### src/rtl/ihc_pkg.sv
// ihc_pkg: shared types and constants for the IPv4 ingress header check.
// Used by every module of the block; depends on nothing.
package ihc_pkg;

    localparam logic [3:0]  VERSION_IPV4           = 4'd4;
    localparam logic [5:0]  HEADER_BYTES_MIN       = 6'd20;
    localparam logic [2:0]  IP4_DF                 = 3'b010;
    localparam logic [2:0]  IP4_MF                 = 3'b001;
    localparam logic [12:0] FRAG_OFFSET_MASK       = 13'h1FFF;
    localparam logic [31:0] ADDR_UNSPECIFIED       = 32'h0000_0000;
    localparam logic [31:0] ADDR_LIMITED_BROADCAST = 32'hFFFF_FFFF;

    localparam int          CFG_INDEX_W        = 2;
    localparam logic [CFG_INDEX_W-1:0] REG_OWN_ADDRESS   = 2'd0;
    localparam logic [CFG_INDEX_W-1:0] REG_OWN_BROADCAST = 2'd1;
    localparam logic [31:0] OWN_ADDRESS_RESET   = 32'h0000_0000;
    localparam logic [31:0] OWN_BROADCAST_RESET = 32'hFFFF_FFFF;

    typedef enum logic [3:0] {
        VERDICT_DELIVER      = 4'd0,
        VERDICT_BAD_VERSION  = 4'd1,
        VERDICT_SHORT_HEADER = 4'd2,
        VERDICT_BAD_CHECKSUM = 4'd3,
        VERDICT_TRUNCATED    = 4'd4,
        VERDICT_TTL_ZERO     = 4'd5,
        VERDICT_NOT_OURS     = 4'd6,
        VERDICT_FLAG_ERROR   = 4'd7,
        VERDICT_FRAGMENTED   = 4'd8
    } verdict_t;

    // One finished packet, handed from the front to the back.
    typedef struct packed {
        logic        early;        // fault found on the first halfword
        verdict_t    early_code;
        logic [5:0]  hbytes;
        logic [15:0] sum;
        logic [15:0] tlen;
        logic [15:0] id;
        logic [15:0] frag;
        logic [15:0] ttl_proto;
        logic [31:0] src;
        logic [31:0] dst;
        logic [15:0] flen;
    } rec_t;

    typedef struct packed {
        logic full;
        logic not_empty;
    } q_status_t;

endpackage

### src/rtl/ihc_front.sv
// ihc_front: takes halfword beats, captures header fields, folds the checksum.
// Pushes one rec_t per packet into the queue. Depends on ihc_pkg.
module ihc_front
(
    input  logic               clk,
    input  logic               rst_n,
    input  logic               in_valid,
    output logic               in_ready,
    input  logic               start_req,
    input  logic [15:0]        halfword,
    input  logic [15:0]        frame_bytes,
    input  ihc_pkg::q_status_t q_status,
    output logic               push,
    output ihc_pkg::rec_t      push_rec
);

    logic [4:0]  idx_reg,    idx_next;
    logic [4:0]  exp_reg,    exp_next;
    logic        done_reg,   done_next;
    logic [15:0] sum_reg,    sum_next;
    logic [63:0] fields_reg, fields_next;
    logic [63:0] addr_reg,   addr_next;
    logic [15:0] flen_reg,   flen_next;

    logic        accept;
    logic        active;
    logic [4:0]  base_idx;
    logic [15:0] base_sum;
    logic [16:0] sum_wide;
    logic [3:0]  ver;
    logic [3:0]  ihl;
    logic        early_bad;
    logic        finish;

    assign in_ready = !q_status.full;
    assign accept   = in_valid && in_ready;
    assign active   = accept && (start_req || !done_reg);
    assign ver      = halfword[15:12];
    assign ihl      = halfword[11:8];

    always_comb
    begin
        base_idx    = start_req ? 5'd0  : idx_reg;
        base_sum    = start_req ? 16'd0 : sum_reg;
        fields_next = start_req ? 64'd0 : fields_reg;
        addr_next   = start_req ? 64'd0 : addr_reg;
        flen_next   = start_req ? frame_bytes : flen_reg;
        exp_next    = start_req ? {ihl, 1'b0} : exp_reg;

        // end-around carry; the fold cannot overflow again
        sum_wide = {1'b0, base_sum} + {1'b0, halfword};
        sum_next = sum_wide[15:0] + {15'd0, sum_wide[16]};

        early_bad = start_req && ((ver != ihc_pkg::VERSION_IPV4) ||
                                  ({ihl, 2'b00} < ihc_pkg::HEADER_BYTES_MIN));

        case (base_idx)
            5'd1: fields_next[15:0]  = halfword;
            5'd2: fields_next[31:16] = halfword;
            5'd3: fields_next[47:32] = halfword;
            5'd4: fields_next[63:48] = halfword;
            5'd6: addr_next[63:48]   = halfword;
            5'd7: addr_next[47:32]   = halfword;
            5'd8: addr_next[31:16]   = halfword;
            5'd9: addr_next[15:0]    = halfword;
            default: ;
        endcase

        idx_next  = base_idx + 5'd1;
        finish    = active && (early_bad || (idx_next >= exp_next));
        done_next = finish;

        push_rec.early      = early_bad;
        push_rec.early_code = (ver != ihc_pkg::VERSION_IPV4) ? ihc_pkg::VERDICT_BAD_VERSION
                                                             : ihc_pkg::VERDICT_SHORT_HEADER;
        push_rec.hbytes     = start_req ? {ihl, 2'b00} : {exp_reg, 1'b0};
        push_rec.sum        = sum_next;
        push_rec.tlen       = fields_next[15:0];
        push_rec.id         = fields_next[31:16];
        push_rec.frag       = fields_next[47:32];
        push_rec.ttl_proto  = fields_next[63:48];
        push_rec.src        = addr_next[63:32];
        push_rec.dst        = addr_next[31:0];
        push_rec.flen       = flen_next;
    end

    assign push = finish;

    always_ff @(posedge clk or negedge rst_n)
    begin
        if (!rst_n)
        begin
            idx_reg  <= 5'd0;
            exp_reg  <= 5'd0;
            done_reg <= 1'b1;
        end
        else if (active)
        begin
            idx_reg  <= idx_next;
            exp_reg  <= exp_next;
            done_reg <= done_next;
        end
    end

    always_ff @(posedge clk)
    begin
        if (active)
        begin
            sum_reg    <= sum_next;
            fields_reg <= fields_next;
            addr_reg   <= addr_next;
            flen_reg   <= flen_next;
        end
    end

endmodule

### src/rtl/ihc_queue.sv
// ihc_queue: short FIFO of finished packet records between front and back.
// Depends on ihc_pkg for rec_t and q_status_t.
module ihc_queue
#(
    parameter int DEPTH = 2
)
(
    input  logic               clk,
    input  logic               rst_n,
    input  logic               push,
    input  ihc_pkg::rec_t      push_rec,
    input  logic               pop,
    output ihc_pkg::rec_t      head,
    output ihc_pkg::q_status_t status
);

    localparam int PTR_W = (DEPTH > 1) ? $clog2(DEPTH) : 1;
    localparam int CNT_W = $clog2(DEPTH + 1);
    localparam logic [PTR_W-1:0] LAST  = PTR_W'(DEPTH - 1);
    localparam logic [CNT_W-1:0] FULLC = CNT_W'(DEPTH);

    ihc_pkg::rec_t    entry_reg [DEPTH];
    logic [PTR_W-1:0] wr_reg, wr_next;
    logic [PTR_W-1:0] rd_reg, rd_next;
    logic [CNT_W-1:0] cnt_reg, cnt_next;

    assign head             = entry_reg[rd_reg];
    assign status.full      = (cnt_reg == FULLC);
    assign status.not_empty = (cnt_reg != '0);

    always_comb
    begin
        wr_next  = wr_reg;
        rd_next  = rd_reg;
        cnt_next = cnt_reg;
        if (push)
        begin
            wr_next = (wr_reg == LAST) ? '0 : wr_reg + PTR_W'(1);
        end
        if (pop)
        begin
            rd_next = (rd_reg == LAST) ? '0 : rd_reg + PTR_W'(1);
        end
        if (push && !pop)
        begin
            cnt_next = cnt_reg + CNT_W'(1);
        end
        else if (pop && !push)
        begin
            cnt_next = cnt_reg - CNT_W'(1);
        end
    end

    always_ff @(posedge clk or negedge rst_n)
    begin
        if (!rst_n)
        begin
            wr_reg  <= '0;
            rd_reg  <= '0;
            cnt_reg <= '0;
        end
        else
        begin
            wr_reg  <= wr_next;
            rd_reg  <= rd_next;
            cnt_reg <= cnt_next;
        end
    end

    always_ff @(posedge clk)
    begin
        if (push)
        begin
            entry_reg[wr_reg] <= push_rec;
        end
    end

endmodule

### src/rtl/ihc_back.sv
// ihc_back: turns a packet record into a verdict and holds the result beat.
// Depends on ihc_pkg; takes the own addresses from the top level.
module ihc_back
(
    input  logic               clk,
    input  logic               rst_n,
    input  ihc_pkg::rec_t      head,
    input  ihc_pkg::q_status_t q_status,
    output logic               pop,
    input  logic [31:0]        own_address,
    input  logic [31:0]        own_broadcast,
    output logic               out_valid,
    input  logic               out_ready,
    output logic [3:0]         verdict,
    output logic               length_mismatch,
    output logic [5:0]         header_bytes,
    output logic [7:0]         protocol,
    output logic [31:0]        source_address,
    output logic [31:0]        destination_address,
    output logic [15:0]        packet_id,
    output logic [15:0]        total_length
);

    logic              valid_reg;
    ihc_pkg::verdict_t verdict_reg, verdict_next;
    logic              mis_reg, mis_next;
    logic [5:0]        hb_reg;
    logic [7:0]        proto_reg;
    logic [31:0]       src_reg, dst_reg;
    logic [15:0]       id_reg, tlen_reg;

    logic [2:0]  flags;
    logic        ours;

    assign pop   = q_status.not_empty && (!valid_reg || out_ready);
    assign flags = head.frag[15:13];
    assign ours  = (head.dst == ihc_pkg::ADDR_UNSPECIFIED)       ||
                   (head.dst == ihc_pkg::ADDR_LIMITED_BROADCAST) ||
                   (head.dst == own_address)                     ||
                   (head.dst == own_broadcast);

    always_comb
    begin
        mis_next = !head.early && (head.tlen != head.flen);
        if (head.early)
            verdict_next = head.early_code;
        else if (head.sum != 16'hFFFF)
            verdict_next = ihc_pkg::VERDICT_BAD_CHECKSUM;
        else if (head.tlen > head.flen)
            verdict_next = ihc_pkg::VERDICT_TRUNCATED;
        else if (head.ttl_proto[15:8] == 8'd0)
            verdict_next = ihc_pkg::VERDICT_TTL_ZERO;
        else if (!ours)
            verdict_next = ihc_pkg::VERDICT_NOT_OURS;
        else if ((flags & (ihc_pkg::IP4_DF | ihc_pkg::IP4_MF)) ==
                 (ihc_pkg::IP4_DF | ihc_pkg::IP4_MF))
            verdict_next = ihc_pkg::VERDICT_FLAG_ERROR;
        else if (((flags & ihc_pkg::IP4_MF) != 3'd0) ||
                 ((head.frag[12:0] & ihc_pkg::FRAG_OFFSET_MASK) != 13'd0))
            verdict_next = ihc_pkg::VERDICT_FRAGMENTED;
        else
            verdict_next = ihc_pkg::VERDICT_DELIVER;
    end

    always_ff @(posedge clk or negedge rst_n)
    begin
        if (!rst_n)
        begin
            valid_reg <= 1'b0;
        end
        else if (pop)
        begin
            valid_reg <= 1'b1;
        end
        else if (out_ready)
        begin
            valid_reg <= 1'b0;
        end
    end

    always_ff @(posedge clk)
    begin
        if (pop)
        begin
            verdict_reg <= verdict_next;
            mis_reg     <= mis_next;
            hb_reg      <= head.hbytes;
            proto_reg   <= head.ttl_proto[7:0];
            src_reg     <= head.src;
            dst_reg     <= head.dst;
            id_reg      <= head.id;
            tlen_reg    <= head.tlen;
        end
    end

    assign out_valid           = valid_reg;
    assign verdict             = verdict_reg;
    assign length_mismatch     = mis_reg;
    assign header_bytes        = hb_reg;
    assign protocol            = proto_reg;
    assign source_address      = src_reg;
    assign destination_address = dst_reg;
    assign packet_id           = id_reg;
    assign total_length        = tlen_reg;

endmodule

### src/rtl/ipv4_ingress_header_check.sv
// ipv4_ingress_header_check: top level of the IPv4 receive header checker.
// Instantiates ihc_front, ihc_queue and ihc_back; depends on ihc_pkg.
//
//  channel  | handshake            | payload
//  ---------+----------------------+---------------------------------------------
//  in       | in_valid / in_ready  | start_req, halfword, frame_bytes
//  out      | out_valid/ out_ready | verdict, length_mismatch, header_bytes,
//           |                      | protocol, source/destination_address,
//           |                      | packet_id, total_length
//  cfg      | cfg_write            | cfg_index, cfg_data
//
// One halfword beat per cycle while in_ready is high. After a packet's last header halfword
// the front pushes its record into the queue, and the back registers the verdict beat.
// The front takes beats while the record queue has room; the queue and the back's
// output register let a stalled out side hold up to QUEUE_DEPTH + 1 verdicts.
// Reset acts on control and configuration only; own_address resets to 0, own_broadcast to all ones.
module ipv4_ingress_header_check
#(
    parameter int QUEUE_DEPTH = 2
)
(
    input  logic        clk,
    input  logic        rst_n,
    // input beats
    input  logic        in_valid,
    output logic        in_ready,
    input  logic        start_req,
    input  logic [15:0] halfword,
    input  logic [15:0] frame_bytes,
    // verdict beats
    output logic        out_valid,
    input  logic        out_ready,
    output logic [3:0]  verdict,
    output logic        length_mismatch,
    output logic [5:0]  header_bytes,
    output logic [7:0]  protocol,
    output logic [31:0] source_address,
    output logic [31:0] destination_address,
    output logic [15:0] packet_id,
    output logic [15:0] total_length,
    // configuration writes
    input  logic        cfg_write,
    input  logic [ihc_pkg::CFG_INDEX_W-1:0] cfg_index,
    input  logic [31:0] cfg_data
);

    logic [31:0] own_address_reg;
    logic [31:0] own_broadcast_reg;

    logic               push;
    logic               pop;
    ihc_pkg::rec_t      push_rec;
    ihc_pkg::rec_t      head;
    ihc_pkg::q_status_t q_status;

    // Writes to indexes beyond the register list are dropped.
    always_ff @(posedge clk or negedge rst_n)
    begin
        if (!rst_n)
        begin
            own_address_reg   <= ihc_pkg::OWN_ADDRESS_RESET;
            own_broadcast_reg <= ihc_pkg::OWN_BROADCAST_RESET;
        end
        else if (cfg_write)
        begin
            if (cfg_index == ihc_pkg::REG_OWN_ADDRESS)
                own_address_reg <= cfg_data;
            else if (cfg_index == ihc_pkg::REG_OWN_BROADCAST)
                own_broadcast_reg <= cfg_data;
        end
    end

    // Front: header capture, checksum fold, early version/length faults.
    ihc_front u_front
    (
        .clk         (clk),
        .rst_n       (rst_n),
        .in_valid    (in_valid),
        .in_ready    (in_ready),
        .start_req   (start_req),
        .halfword    (halfword),
        .frame_bytes (frame_bytes),
        .q_status    (q_status),
        .push        (push),
        .push_rec    (push_rec)
    );

    ihc_queue #(.DEPTH(QUEUE_DEPTH)) u_queue
    (
        .clk      (clk),
        .rst_n    (rst_n),
        .push     (push),
        .push_rec (push_rec),
        .pop      (pop),
        .head     (head),
        .status   (q_status)
    );

    // Back: priority verdict and the output beat register.
    ihc_back u_back
    (
        .clk                 (clk),
        .rst_n               (rst_n),
        .head                (head),
        .q_status            (q_status),
        .pop                 (pop),
        .own_address         (own_address_reg),
        .own_broadcast       (own_broadcast_reg),
        .out_valid           (out_valid),
        .out_ready           (out_ready),
        .verdict             (verdict),
        .length_mismatch     (length_mismatch),
        .header_bytes        (header_bytes),
        .protocol            (protocol),
        .source_address      (source_address),
        .destination_address (destination_address),
        .packet_id           (packet_id),
        .total_length        (total_length)
    );

endmodule
### config.mk
export PLATFORM = sky130hd
export DESIGN_NAME = ipv4_ingress_header_check
export DESIGN_NICKNAME = d
export VERILOG_FILES = /design/src/rtl/ihc_pkg.sv /design/src/rtl/ihc_front.sv /design/src/rtl/ihc_queue.sv /design/src/rtl/ihc_back.sv /design/src/rtl/ipv4_ingress_header_check.sv
export SDC_FILE = /design/constraint.sdc
export NUM_CORES = 1
export LEC_CHECK = 0
export ABC_AREA = 1
export ABC_CLOCK_PERIOD_IN_PS = 12320
export BUFFER_PORTS_ARGS = -buffer_cell sky130_fd_sc_hd__buf_2
export CAP_MARGIN = 25
export CORE_UTILIZATION = 55
export DETAILED_ROUTE_END_ITERATION = 8
export GPL_ROUTABILITY_DRIVEN = 1
export MAX_ROUTING_LAYER = met4
export PLACE_DENSITY = 0.76
export SYNTH_ARGS = -nofsm -noshare
export SYNTH_HDL_FRONTEND = slang
export SYNTH_SLANG_ARGS = --single-unit
export TNS_END_PERCENT = 100
### constraint.sdc
create_clock -name clk -period 12.32 [get_ports clk]
set_input_delay 1.848 -clock clk [delete_from_list [all_inputs] [get_ports clk]]
set_output_delay 1.848 -clock clk [all_outputs]
set_load 0.01 [all_outputs]
==> results of run 1 <==
[critical path, cell delays in order]
cell and delay, ns:
sky130_fd_sc_hd__buf_2 0.38, sky130_fd_sc_hd__inv_4 0.56, sky130_fd_sc_hd__buf_4 0.40, sky130_fd_sc_hd__buf_16 0.32, sky130_fd_sc_hd__nand2_1 0.18, sky130_fd_sc_hd__inv_1 0.09, sky130_fd_sc_hd__nand3_1 0.11, sky130_fd_sc_hd__nand3_1 0.09
sky130_fd_sc_hd__o21ai_0 0.15, sky130_fd_sc_hd__ha_1 0.31, sky130_fd_sc_hd__o21ai_0 0.07, sky130_fd_sc_hd__nand2_1 0.06, sky130_fd_sc_hd__nand2_1 0.16, sky130_fd_sc_hd__nor2_4 0.81, sky130_fd_sc_hd__buf_4 0.91
[power groups by stage]
stage / combinational (mW) / sequential, mW / clock [mW]
3_3_place_gp: 1.89 / 3.63 / 0
6_report: 1.98 / 3.61 / 2.05
3_5_place_dp: 1.96 / 3.65 / 0
4_1_cts: 1.98 / 3.61 / 2.08
2_1_floorplan: 1.18 / 3.79 / 0
5_1_grt: 2.19 / 3.66 / 2.17
[cell type report]
class / instances / share of cell area [%]
multi-input cells: 1513 / 22.21
clock buffers: 73 / 5.011
flip-flops and latches: 687 / 62.22
clock inverters: 43 / 1.736
well taps: 680 / 2.611
repair buffers: 209 / 3.678
inverters: 219 / 2.538
[through the flow]
| step | setup TNS [ns] | util, % | total power, mW | instances | instance area [um2] |
|---|---|---|---|---|---|
| finish | 0 | 63.39 | 7.640 | 3424 | 32590 |
| global route | 0 | 63.39 | 8.019 | 3424 | 32590 |
| CTS | 0 | 63.17 | 7.664 | 3419 | 32470 |
| detailed placement | 0 | 58.89 | 5.610 | 3303 | 30280 |
| global placement | 0 | 58.84 | 5.513 | 3302 | 30250 |
| floorplan | -914.16 | - | 4.976 | 2509 | 28690 |
[how the worst min path moves through the flow]
| stage | slack (ns) | end |
|---|---|---|
| 2_1_floorplan | 0.45 | u_queue.cnt_reg[0] |
| 3_3_place_gp | 0.46 | u_queue.cnt_reg[0] |
| 3_5_place_dp | 0.49 | u_front.exp_reg[1] |
| 4_1_cts | 0.50 | own_broadcast_reg[26] |
| 5_1_grt | 0.53 | own_broadcast_reg[5] |
| 6_report | 0.50 | own_broadcast_reg[26] |
[routing by layer]
metal | part of all wire [%] | vias to the layer above
met5 | 0 | -
met4 | 3.6 | 0
li1 | - | 8890
met1 | 41 | 9149
met3 | 7.3 | 123
met2 | 48 | 817
[synth_stat cells (all sizes together)]
library cell    n  area [um2]
nand2         814        3123
edfxtp        607       18230
o21ai         226        1139
inv           218       818.3
nand3         180       905.9
nor2          101       394.1
clkbuf         51       191.4
dfrtp          47        1176
ha             40       500.5
buf            39       206.4
a21oi          37       188.9
dfstp          33       867.1
nand3b         22       165.2
mux2i          15       150.1
nand4          15       93.84
xor2           15       161.4
nor4           10       77.57
nor3            7       46.30
xnor2           7       61.31
a21o            4       30.03
o21a            4       30.03
and3            2       12.51
nor3b           2       15.01
o21bai          2       26.28
or2             2       12.52
or4             2       15.01
a22oi           1       7.510
and2            1       6.260
clkinv          1       3.750
conb            1       3.750
fa              1       20.02
o31ai           1       7.510
or3             1       6.260
[logic make-up (layout without fill, tap and decap cells)]
kind of cell / Yosys count / in the layout / synth area share, %
XOR/XNOR: 22 / 22 / 0.7763
AND/OR/NAND/NOR: 1159 / 1159 / 16.99
flip-flops: 687 / 687 / 70.65
adder cells (fa/ha/maj): 41 / 41 / 1.814
buffers and inverters: 309 / 544 / 4.252
AO/OA/AOI/OAI: 275 / 275 / 4.980
multiplexers: 15 / 15 / 0.5233
other: 1 / 1 / 0.01307
==> results.toml, run 1 <==
[status]
outcome = "completed"

[logic_synthesis]
number_of_standard_cells_after_synthesis = 2509
syn_nets = 2622
synth_cell_types = 49
synthesis.area_um2 = 28690
yosys_register_bits = 687
post_synth.cell_area_avg_um2 = 11.43
yosys_warnings = 0
synth.yosys.seq_area_share_pct = 70.65

[sta]
fmax_ghz = 0.1554
slew-limit-headroom_pct = 30.83
min_period_over_period_pct = 52.22
fin_skew_ns = 0.01732
final_setup_violation_count = 0
final_critical_path_setup_slack_ns = 5.887
max_slew.worst_pin.slew_ns = 1.038
grt_setup_unrepaired = "false"
min_period_ns = 6.433
hold-worst-slack_ns = 0.4990
slew_violations = 0
finalHoldViolCount = 0

[clock_tree]
post_cts_resized = 0
cts_post_setup_buffers_inserted = 0
cts-hold-fix-buffers = 0
clock_tree.root_cell = "sky130_fd_sc_hd__clkbuf_16"
tritoncts = "built"
clockBufferDepth = 3
total_number_of_h_tree_levels = 2
worst_skew_pair.late_latency_ns = 0.63
tritoncts.num_buffers = 61
clkSlewWorstSetupHoldPaths_ns = 0.06
clock_sinks = 687

[critical_path]
timing.critical_path.from = "start_req"
cp_data_arrival_time_ns = 6.67
worst_path_required_time_ns = 12.56
cp-end-kind = "flop"
reg2reg_depth = 15
cp-start-kind = "primary input"
timing.rr.end = "u_queue.entry_reg[1][2]"
crit_path_max_fanout = 79
worstReg2RegStart = "u_front.idx_reg[0]"
worstSetupPathType = "primary input to flop"
critical_path.endpoint = "u_queue.entry_reg[1][2]"
reg2reg_setup_slack_ns = 8.18

[die]
core_region_area_um2 = 51410
floorplan.die_area_um2 = 53080
die_y_um = 230.4
initial_core_util_pct = 55.81
design.portCount = 189
num_rows = 83
die_width_um = 230.4

[grt]
initial_antenna_violation_count = 2
gr-usage-met3_pct = 3.965
gr-usage-all-layers_pct = 25.45
met1_demand_to_capacity_share_in_global_routing_pct = 34.08
global_route_wire_length_before_repair_um = 101000
grt_max_degree = 101
first_global_vias = 18129
busiest_layer = "met2"
grt_overflow = 0
met2_usage_pct = 39.79

[hold_path]
timing.hold.worst.class = "flop to flop"
hold_depth = 2
timing.hold.worst.start = "own_broadcast_reg[26]"

[layout]
drive_above_1_share_pct = 14.58
layout_common_cells = "sky130_fd_sc_hd__nand2_1 (787), sky130_fd_sc_hd__edfxtp_1 (607), sky130_fd_sc_hd__o21ai_0 (223), sky130_fd_sc_hd__inv_1 (211), sky130_fd_sc_hd__buf_2 (186)"
largest_register_ff_count = 334
antenna_cells_inserted = 0
fillerInstances = 3799
area_delta_synth_final_pct = 13.58
sequential_cell_area_um2 = 20270
design.final.nets = 2804
multi_input_area_um2 = 7237
mostFrequentLayoutCell = "sky130_fd_sc_hd__nand2_1"

[power]
ir_drop_mv = 0.1215
p_seq_share_pct = 47.2
leakage_nw = 13.44
switchingPower_mw = 2.481
pwr_density_cell_nw_per_um2 = 234.5
power_frac_comb_pct = 25.9
power.share.switching_pct = 32.47
internal_power_mw = 5.159
power.share.clock_pct = 26.9

[place]
finalWeightedCongestion = 0.8842
dp_hpwl_um = 41310
port_buffers = 187
dp_worst_setup_slack_ns = 4.948

[drt]
drc_errors = 0
first_iter_violations = 1961
route.detailed.wl_per_inst_um = 19.23
drt_wl_total_um = 65860
detail_route.vias_per_cell = 5.543
route.antenna.remaining_nets = 0
via_count = 18979
drt-pass1-iter-count = 6

[job]
timing.max_cap.violations = 0
Note: power is estimated with default switching activity, not from simulation.
==> inputs of run 2 (changes only) <==
ABC_CLOCK_PERIOD_IN_PS = 5600   (was 12320)
clock period = 5.6 ns   (was 12.32 ns; I/O delays follow)
==> run 2 against run 1 <==
  * Via count down 0.87%
  * Sequential share of layout area about the same
  * Largest power group unchanged
  * Global-route usage up 0.37 points
  * First-iteration DRC count down 4.9%
  * Die area unchanged
  * Critical path type is now flop to flop
  * Sequential power up 120%
  * Largest cell class unchanged
==> results.toml, run 2 (synthesis results as in run 1) <==
[critical_path]
worstSetupPathType = "flop to flop"
reg2reg_setup_slack_ns = 1.85
timing.critical_path.mode_cell = "sky130_fd_sc_hd__nand2_1"
timing.critical_path.cells = "buf_4 > buf_4 > nand2_1 > nand2_2 > inv_2 > nand2_1 > nor2_1 > nand2_1 > nor2_1 > nand2_1 > nand2_1 > inv_1 > nand3_2 > nand2_1 > nand2_1 > a21oi_1"
slowest_delay_ns = 0.79
cp-end-kind = "flop"
cp_data_arrival_time_ns = 4.17
critical_path_buffer_and_inverter_count = 4
cp-start-kind = "flop"
critical_path_s_top_delay_family = "buffers and inverters"
worst_path_required_time_ns = 6.02
crit_path_max_fanout = 69
slowest_library_cell_on_the_worst_path = "sky130_fd_sc_hd__dfrtp_4"

[layout]
layout_common_cells = "sky130_fd_sc_hd__nand2_1 (787), sky130_fd_sc_hd__edfxtp_1 (607), sky130_fd_sc_hd__o21ai_0 (223), sky130_fd_sc_hd__inv_1 (211), sky130_fd_sc_hd__buf_2 (186)"
fillerInstances = 3828
final_instance_area_um2 = 32600
area_delta_synth_final_pct = 13.62
largest_register_ff_count = 334
drive_above_1_share_pct = 14.29
design.final.nets = 2811
mostFrequentLayoutCell = "sky130_fd_sc_hd__nand2_1"

[drt]
detail_route.vias_per_cell = 5.482
first_iter_violations = 1864
route.antenna.remaining_nets = 0
route.detailed.wl_per_inst_um = 19.25
drc_errors = 0
drt-pass1-iter-count = 5
drt_wl_total_um = 66080
via_count = 18813

[place]
placedInstanceArea_um2 = 30330
finalWeightedCongestion = 0.9081
dp_hpwl_um = 41410
port_buffers = 187

[clock_tree]
total_number_of_h_tree_levels = 3
cts-hold-fix-buffers = 0
cts_post_setup_buffers_inserted = 0
post_cts_resized = 0
tritoncts.num_buffers = 69
clock_sinks = 687
clkSlewWorstSetupHoldPaths_ns = 0.06
tritoncts = "built"
worst_skew_pair.late_latency_ns = 0.62
clockBufferDepth = 3
clock_tree.root_cell = "sky130_fd_sc_hd__clkbuf_16"

[sta]
min_period_ns = 3.751
slew_violations = 0
finalHoldViolCount = 0
grt_setup_unrepaired = "false"
fin_skew_ns = 0.03559
final_setup_violation_count = 0
fmax_ghz = 0.2666
timing.setup.tns_ns = 0
max_slew.worst_pin.slew_ns = 0.9982
min_period_over_period_pct = 66.99
slew-limit-headroom_pct = 33.45

[die]
die_width_um = 230.4
core_region_area_um2 = 51410
initial_core_util_pct = 55.81
floorplan.die_area_um2 = 53080
design.portCount = 189
die_y_um = 230.4
num_rows = 83

[job]
timing.max_cap.violations = 0

[power]
internal_power_mw = 11.29
power_frac_comb_pct = 25.8
fin_total_pwr_mw = 16.79
power.share.switching_pct = 32.72
ir_drop_mv = 0.3391
pwr_density_cell_nw_per_um2 = 514.9
p_seq_share_pct = 47.3
power.share.clock_pct = 26.9
switchingPower_mw = 5.493
leakage_nw = 13.42

[grt]
global_route_wire_length_before_repair_um = 101600
grt_overflow = 0
grt_max_degree = 169
initial_antenna_violation_count = 0
first_global_vias = 18135
gr-usage-all-layers_pct = 25.82

[status]
outcome = "completed"

[hold_path]
timing.hold.worst.class = "primary input to asynchronous set/reset pin"
-- run 2: cell types whose count changed in the layout (fill, tap and decap cells not counted), moves of 3 or more --
cell	previous run	this run
sky130_fd_sc_hd__clkbuf_1	7	17
sky130_fd_sc_hd__clkbuf_16	62	69
sky130_fd_sc_hd__bufinv_16	12	6
sky130_fd_sc_hd__clkinv_2	13	8
sky130_fd_sc_hd__buf_12	0	4
sky130_fd_sc_hd__buf_4	17	14
sky130_fd_sc_hd__clkbuf_8	4	1
sky130_fd_sc_hd__clkinv_1	7	10
-- run 2: per-stage QoR --
step	setup WS, ns	hold WS [ns]	cells	util [%]
final	1.849	0.2048	3432	63.41
after global routing	1.599	0.2282	3430	63.41
after CTS	1.896	0.1959	3427	63.29
after detailed placement	1.362	0.4766	3304	59.01
after global placement	1.451	0.4606	3303	58.95
after floorplan	0.2788	0.4458	2509	-
-- run 2: power by group through the flow --
stage | Combinational [mW] | Clock [mW] | Sequential [mW]
3_3_place_gp | 4.17 | 0 | 7.98
6_report | 4.33 | 4.52 | 7.94
2_1_floorplan | 2.61 | 0 | 8.16
4_1_cts | 4.35 | 4.58 | 7.95
3_5_place_dp | 4.33 | 0 | 8.03
5_1_grt | 4.81 | 4.77 | 8.06
-- run 2: worst register-to-register path: cells and delay by family (launching register included) --
kind | cells | cell delay [ns]
buffers and inverters | 4 | 1.46
DFF | 1 | 0.79
and+or+nand+nor | 11 | 1.05
AOI/OAI and AO/OA | 1 | 0.25
-- run 2: final cells by class --
cell class	instances	area [um2]	share of cell area [%]
flip-flops and latches	687	20270	62.19
multi-input cells	1513	7237	22.20
clock buffers	87	1804	5.535
repair buffers	208	1201	3.685
well taps	680	850.8	2.610
inverters	219	827.0	2.537
clock inverters	36	399.1	1.224
diodes	2	5.005	0.01535
-- run 2: worst paths after layout --
check / endpoint / start / depth (start not counted)
hold reg to reg: u_front.exp_reg[1] / u_front.exp_reg[1] / 2
max in group asynchronous: own_broadcast_reg[19] / rst_n / 2
hold / removal: own_address_reg[2] / rst_n / 1
min in group clk: own_broadcast_reg[3] / cfg_data[3] / 3
setup / recovery: u_back.verdict[1] / u_queue.rd_reg / 16
setup reg to reg: u_back.verdict[1] / u_queue.rd_reg / 16
-- run 2: layer usage --
metal	track usage, %	up-vias	routed length [um]
met2	39.41	697	31240
met5	-	-	0
li1	-	8921	-
met4	8.382	0	1790
met1	35.94	9090	28460
met3	3.854	105	4579
